`config.mk`:
```
export PLATFORM = sky130hd
export DESIGN_NAME = lfu_cell
export DESIGN_NICKNAME = d
export VERILOG_FILES = /design/src/hdl/lfu_pkg.sv /design/src/hdl/lfu_cell.sv
export SDC_FILE = /design/constraint.sdc
export NUM_CORES = 1
export LEC_CHECK = 0
export BUFFER_PORTS_ARGS = -buffer_cell sky130_fd_sc_hd__clkbuf_2
export CELL_PAD_IN_SITES_DETAIL_PLACEMENT = 1
export CELL_PAD_IN_SITES_GLOBAL_PLACEMENT = 2
export CORE_ASPECT_RATIO = 0.8
export CORE_UTILIZATION = 31
export CTS_BUF_LIST = sky130_fd_sc_hd__clkbuf_16
export CTS_CLUSTER_DIAMETER = 30
export DETAILED_ROUTE_END_ITERATION = 7
export PLACE_DENSITY_LB_ADDON = 0.2
export SLEW_MARGIN = 25
export SYNTH_ARGS = -nofsm -noshare
export SYNTH_HDL_FRONTEND = slang
export SYNTH_SLANG_ARGS = --single-unit
```
`constraint.sdc`:
```
create_clock -name clk -period 3.15 [get_ports clk]
set_input_delay 0.315 -clock clk [delete_from_list [all_inputs] [get_ports clk]]
set_output_delay 0.315 -clock clk [all_outputs]
set_load 0.05 [all_outputs]
```
`src/hdl/lfu_pkg.sv`:
```
`timescale 1ns / 1ps
package lfu_pkg;
    localparam int CAPACITY   = 16;
    localparam int COUNT_BITS = 16;
    localparam int SLOT_BITS  = $clog2(CAPACITY);
    localparam int OCC_BITS   = $clog2(CAPACITY + 1);
    localparam int CAP_BITS   = 5;
    localparam logic [COUNT_BITS-1:0] COUNT_MAX = '1;

    localparam logic CMD_GET = 1'b0;
    localparam logic CMD_PUT = 1'b1;

    typedef struct packed {
        logic               command;
        logic signed [31:0] lookup_key;
        logic signed [31:0] store_value;
    } lfu_req_t;

    typedef struct packed {
        logic               found;
        logic signed [31:0] read_value;
        logic               evicted;
        logic signed [31:0] evicted_key;
    } lfu_rsp_t;

    // what travels along the scan chain
    typedef struct packed {
        logic                  hit;
        logic [SLOT_BITS-1:0]  hit_slot;
        logic [31:0]           hit_value;
        logic [SLOT_BITS-1:0]  hit_rank;
        logic                  has_victim;
        logic [SLOT_BITS-1:0]  vic_slot;
        logic [COUNT_BITS-1:0] vic_count;
        logic [SLOT_BITS-1:0]  vic_rank;
        logic [31:0]           vic_key;
        logic                  has_free;
        logic [SLOT_BITS-1:0]  free_slot;
    } lfu_scan_t;

    // broadcast update to every cell
    typedef struct packed {
        logic                 touch;
        logic [SLOT_BITS-1:0] touch_slot;
        logic [SLOT_BITS-1:0] touch_rank;
        logic                 write_value;
        logic                 insert;
        logic [SLOT_BITS-1:0] insert_slot;
        logic                 evict;
        logic [SLOT_BITS-1:0] evict_rank;
        logic [31:0]          key;
        logic [31:0]          value;
    } lfu_upd_t;

    typedef enum logic [1:0] {
        ST_IDLE,
        ST_SCAN,
        ST_UPDATE,
        ST_OUTPUT
    } lfu_state_t;
endpackage

```
`src/hdl/lfu_cell.sv`:
```
`timescale 1ns / 1ps
module lfu_cell (
    input  logic                         clk,
    input  logic                         rst_n,
    input  logic [lfu_pkg::SLOT_BITS-1:0] slot_id,
    input  logic                         scan_en,
    input  logic                         scan_clear,
    input  logic [31:0]                  scan_key,
    input  lfu_pkg::lfu_scan_t           scan_in,
    output lfu_pkg::lfu_scan_t           scan_out,
    input  logic                         upd_en,
    input  lfu_pkg::lfu_upd_t            upd
);
    import lfu_pkg::*;

    logic                  valid_reg;
    logic [31:0]           key_reg;
    logic [31:0]           value_reg;
    logic [COUNT_BITS-1:0] count_reg;
    logic [SLOT_BITS-1:0]  rank_reg;
    lfu_scan_t             scan_reg;
    lfu_scan_t             scan_next;
    logic                  better;
    logic [SLOT_BITS-1:0]  rank_next;
    logic                  me_touch;
    logic                  me_insert;
    logic                  me_evict;

    assign scan_out = scan_reg;

    // this cell compares itself against what the previous cell handed over
    always_comb
    begin
        scan_next = scan_in;
        better = !scan_in.has_victim || (count_reg < scan_in.vic_count)
            || ((count_reg == scan_in.vic_count) && (rank_reg > scan_in.vic_rank));
        if (valid_reg)
        begin
            if (!scan_in.hit && key_reg == scan_key)
            begin
                scan_next.hit       = 1'b1;
                scan_next.hit_slot  = slot_id;
                scan_next.hit_value = value_reg;
                scan_next.hit_rank  = rank_reg;
            end
            if (better)
            begin
                scan_next.has_victim = 1'b1;
                scan_next.vic_slot   = slot_id;
                scan_next.vic_count  = count_reg;
                scan_next.vic_rank   = rank_reg;
                scan_next.vic_key    = key_reg;
            end
        end
        else if (!scan_in.has_free)
        begin
            scan_next.has_free  = 1'b1;
            scan_next.free_slot = slot_id;
        end
    end

    always_ff @(posedge clk or negedge rst_n)
    begin
        if (!rst_n)
        begin
            scan_reg <= '0;
        end
        else if (scan_clear)
        begin
            scan_reg <= '0;
        end
        else if (scan_en)
        begin
            scan_reg <= scan_next;
        end
    end

    assign me_touch  = upd.touch && upd.touch_slot == slot_id;
    assign me_insert = upd.insert && upd.insert_slot == slot_id;
    assign me_evict  = upd.evict && upd.insert_slot == slot_id;

    always_comb
    begin
        rank_next = rank_reg;
        if (upd.touch && rank_reg < upd.touch_rank)
        begin
            rank_next = rank_reg + 1'b1;
        end
        if (upd.insert)
        begin
            if (upd.evict && rank_reg > upd.evict_rank)
            begin
                rank_next = rank_reg;
            end
            else
            begin
                rank_next = rank_reg + 1'b1;
            end
        end
    end

    always_ff @(posedge clk or negedge rst_n)
    begin
        if (!rst_n)
        begin
            valid_reg <= 1'b0;
        end
        else if (upd_en && me_insert)
        begin
            valid_reg <= 1'b1;
        end
    end

    always_ff @(posedge clk)
    begin
        if (upd_en)
        begin
            if (me_insert)
            begin
                key_reg   <= upd.key;
                value_reg <= upd.value;
                count_reg <= COUNT_BITS'(1);
                rank_reg  <= '0;
            end
            else if (me_touch)
            begin
                if (upd.write_value)
                begin
                    value_reg <= upd.value;
                end
                if (count_reg != COUNT_MAX)
                begin
                    count_reg <= count_reg + 1'b1;
                end
                rank_reg <= '0;
            end
            else if (valid_reg && !me_evict)
            begin
                rank_reg <= rank_next;
            end
        end
    end
endmodule

```
==> results.json <==
{
  "clock_tree.root_cell": "clkbuf_16",
  "area_delta_synth_final_pct": 30.7,
  "worstSetupStartpoint": "count_reg[12]",
  "cts_buffers": 17,
  "period_needed_ps": 2740,
  "layout-drive-gt1-share": 0.349,
  "initial_utilization": 0.319,
  "io_pins": 331,
  "vias_per_cell": 4.81,
  "netlist_area_sq_mm": 0.00911,
  "rrSetupSlack_ps": 410,
  "fin_crit_sh": 0.870,
  "clockBufferDepth": 2,
  "fin_util": 0.417,
  "max_freq_mhz": 365,
  "worstReg2RegEnd": "scan_out[23]",
  "fin_skew_ps": 13.8,
  "cp-end-kind": "flip-flop",
  "powerDensity_mw_per_mm2": 551,
  "seq_area_frac_synth": 0.562,
  "largest_register_ffs": 103,
  "cts_tree": "yes",
  "cts.htree.levels": 4,
  "run_status": "finished clean",
  "clk_pin_slew_ps": 80,
  "clock_sinks": 188,
  "hold_end": "value_reg[28]",
  "diodes": 0,
  "grt_pass1_wl_mm": 46.1,
  "avgRoutedWirePerCell_um": 20.2,
  "startpoint_type": "flip-flop",
  "mappedNetlistNets": 1033,
  "clk_latency_ps": 430,
  "ant_nets": 0,
  "chipHeight_um": 155,
  "grt_antenna_before_repair": 4,
  "avgSynthCellArea_sq_um": 11.7,
  "irDropWorstVdd_v": 0.000349,
  "drc": 0,
  "floorplan.die_area_sq_mm": 0.0301,
  "hold_path_class": "in -> reg",
  "whs_ps": 50.5,
  "die_w_um": 194,
  "vias": 7143,
  "ys_warn_count": 0,
  "tightest_slew_ps": 615,
  "port_buffers": 330,
  "setup_viol": 0,
  "place.gp.congestion": 0.770,
  "rsz0062_at_grt": "false",
  "crit_required_ps": 3430,
  "dp_hpwl_mm": 22.1,
  "finalPower_w": 0.00657,
  "cts_resized": 0,
  "rows": 55,
  "arrival_ps": 3020,
  "critical_path_class": "reg -> reg",
  "final_nets": 1359,
  "grt-ovfl-total": 0,
  "gr-usage-all-layers": 0.204,
  "grt_max_degree": 131,
  "fillers": 3226,
  "min_from": "upd[28]",
  "hold_depth": 1,
  "synth-seq-cells": 188,
  "dr.pass1.iters": 4,
  "slew_viol_final": 0,
  "finalHoldViolCount": 0,
  "ys_types": 41,
  "synthCells": 776,
  "leakage_nw": 5.46,
  "relSlewSlack": 0.590,
  "grt_pass1_vias": 7544,
  "drt_iter0_drc": 307,
  "coreArea_sq_mm": 0.0286,
  "finalSetupTns_ps": 0,
  "wl_mm": 30.0,
  "r2r_start": "count_reg[12]",
  "crit_fanout": 44,
  "ff2ff_path_depth": 7,
  "maxCapViolations": 0
}
-- cells in the final DEF (no fill, tap or decap), types with 5 or more instances in the layout --
master	n
a211oi_1	98
a21oi_1	10
a311oi_1	5
buf_12	5
buf_4	21
clkbuf_16	17
clkbuf_2	327
dfrtp_1	104
edfxtp_1	84
ha_1	29
inv_1	30
mux2i_1	96
nand2_1	18
nand3_1	6
nand4_1	14
nor2_1	130
nor4_1	5
o21ai_0	10
xnor2_1	18
xor2_1	37
-- layout make-up --
| cell class | instances | area (sq um) | share of cell area |
|---|---|---|---|
| Timing Repair Buffer | 355 | 1920 | 0.161 |
| Sequential cell | 188 | 5120 | 0.430 |
| Clock buffer | 17 | 425 | 0.0357 |
| Tap cell | 370 | 463 | 0.0389 |
| Multi-Input combinational cell | 512 | 3680 | 0.309 |
| Inverter | 28 | 105 | 0.00882 |
| Clock inverter | 15 | 194 | 0.0163 |
-- per-stage QoR --
step	instances	setup slack [ps]	area (sq um)
detailed placement	1452	361	11300
CTS	1485	353	11900
finish	1485	409	11900
global route	1485	240	11900
floorplan	776	403	9120
global placement	1452	398	11300
-- where the power goes --
group	leakage [nW]	total, W	switching (W)	internal, W
combinational	3.04	0.00147	0.000954	0.000511
clock	0.306	0.00232	0.000989	0.00133
sequential	2.11	0.00278	0.0000822	0.00270
total	5.46	0.00657	0.00203	0.00454
-- repair_timing --
item | in CTS | in global routing
endpoints found under the hold margin | 39 | 0
buffers inserted | 0 | 0
hold buffers | 1 | 0
-- cell usage after synthesis --
cell         n  area, sq um
nor2_1     131          492
dfrtp_1    104         2600
a211oi_1    98          736
mux2i_1     96          961
edfxtp_1    84         2520
clkbuf_1    38          143
xor2_1      37          324
ha_1        29          363
inv_1       28          105
nand2_1     18         67.6
xnor2_1     18          158
nand4_1     14         87.6
a21oi_1     10         50.1
o21ai_0     10         50.1
nand3_1      6         30.0
a311oi_1     5         43.8
nor4_1       5         31.3
buf_4        4         30.0
buf_6        4         45.0
nor2b_1      4         25.0
nor3_1       4         20.0
a21boi_0     3         22.5
nand2b_1     3         18.8
o211ai_1     3         22.5
and3_1       2         12.5
buf_2        2         10.0
o21a_1       2         15.0
a2111o_1     1         11.3
a2bb2oi_1    1         8.76
a31o_2       1         8.76
a31oi_1      1         6.26
a32oi_1      1         8.76
a41o_1       1         10.0
and2_1       1         6.26
and4_1       1         8.76
nor3b_1      1         7.51
nor4_4       1         21.3
o41ai_1      1         8.76
or2_2        1         6.26
or3_1        1         6.26
or4_1        1         7.51
-- per-layer routing --
layer	vias up	wire, um	track usage	share of wire
met4	6	227	0.0400	0.0076
met3	23	2600	0.0750	0.087
met1	3404	13700	0.271	0.46
met2	236	13400	0.318	0.45
met5	-	36	0	0.0012
li1	3474	-	-	-
-- critical path, cell delays in order (launching register included) --
cell and delay, ps:
edfxtp_1 510, ha_1 330, nand4_1 200, a2111o_1 490, a32oi_4 280, buf_12 320
mux2i_1 280, a211oi_1 110
-- kinds of logic (layout without fill, tap and decap cells) --
logic type | after synthesis | in the layout | share of synthesized area
and+or+nand+nor | 194 | 194 | 0.0931
DFF | 188 | 188 | 0.562
AOI/OAI and AO/OA | 138 | 138 | 0.110
muxes | 96 | 96 | 0.105
buffers and inverters | 76 | 415 | 0.0365
xor gates and xnor gates | 55 | 55 | 0.0529
adders and majority gates | 29 | 29 | 0.0398
-- worst max path at each step --
stage                        end  slack, ps  depth (start not counted)
floorplan           value_reg[0]        400                          7
global placement    scan_out[78]        400                          8
detailed placement  scan_out[88]        360                          8
CTS                 scan_out[88]        350                          7
global route        scan_out[88]        240                          7
finish              scan_out[23]        410                          7
No activity file was read; power rests on OpenSTA's default activity.
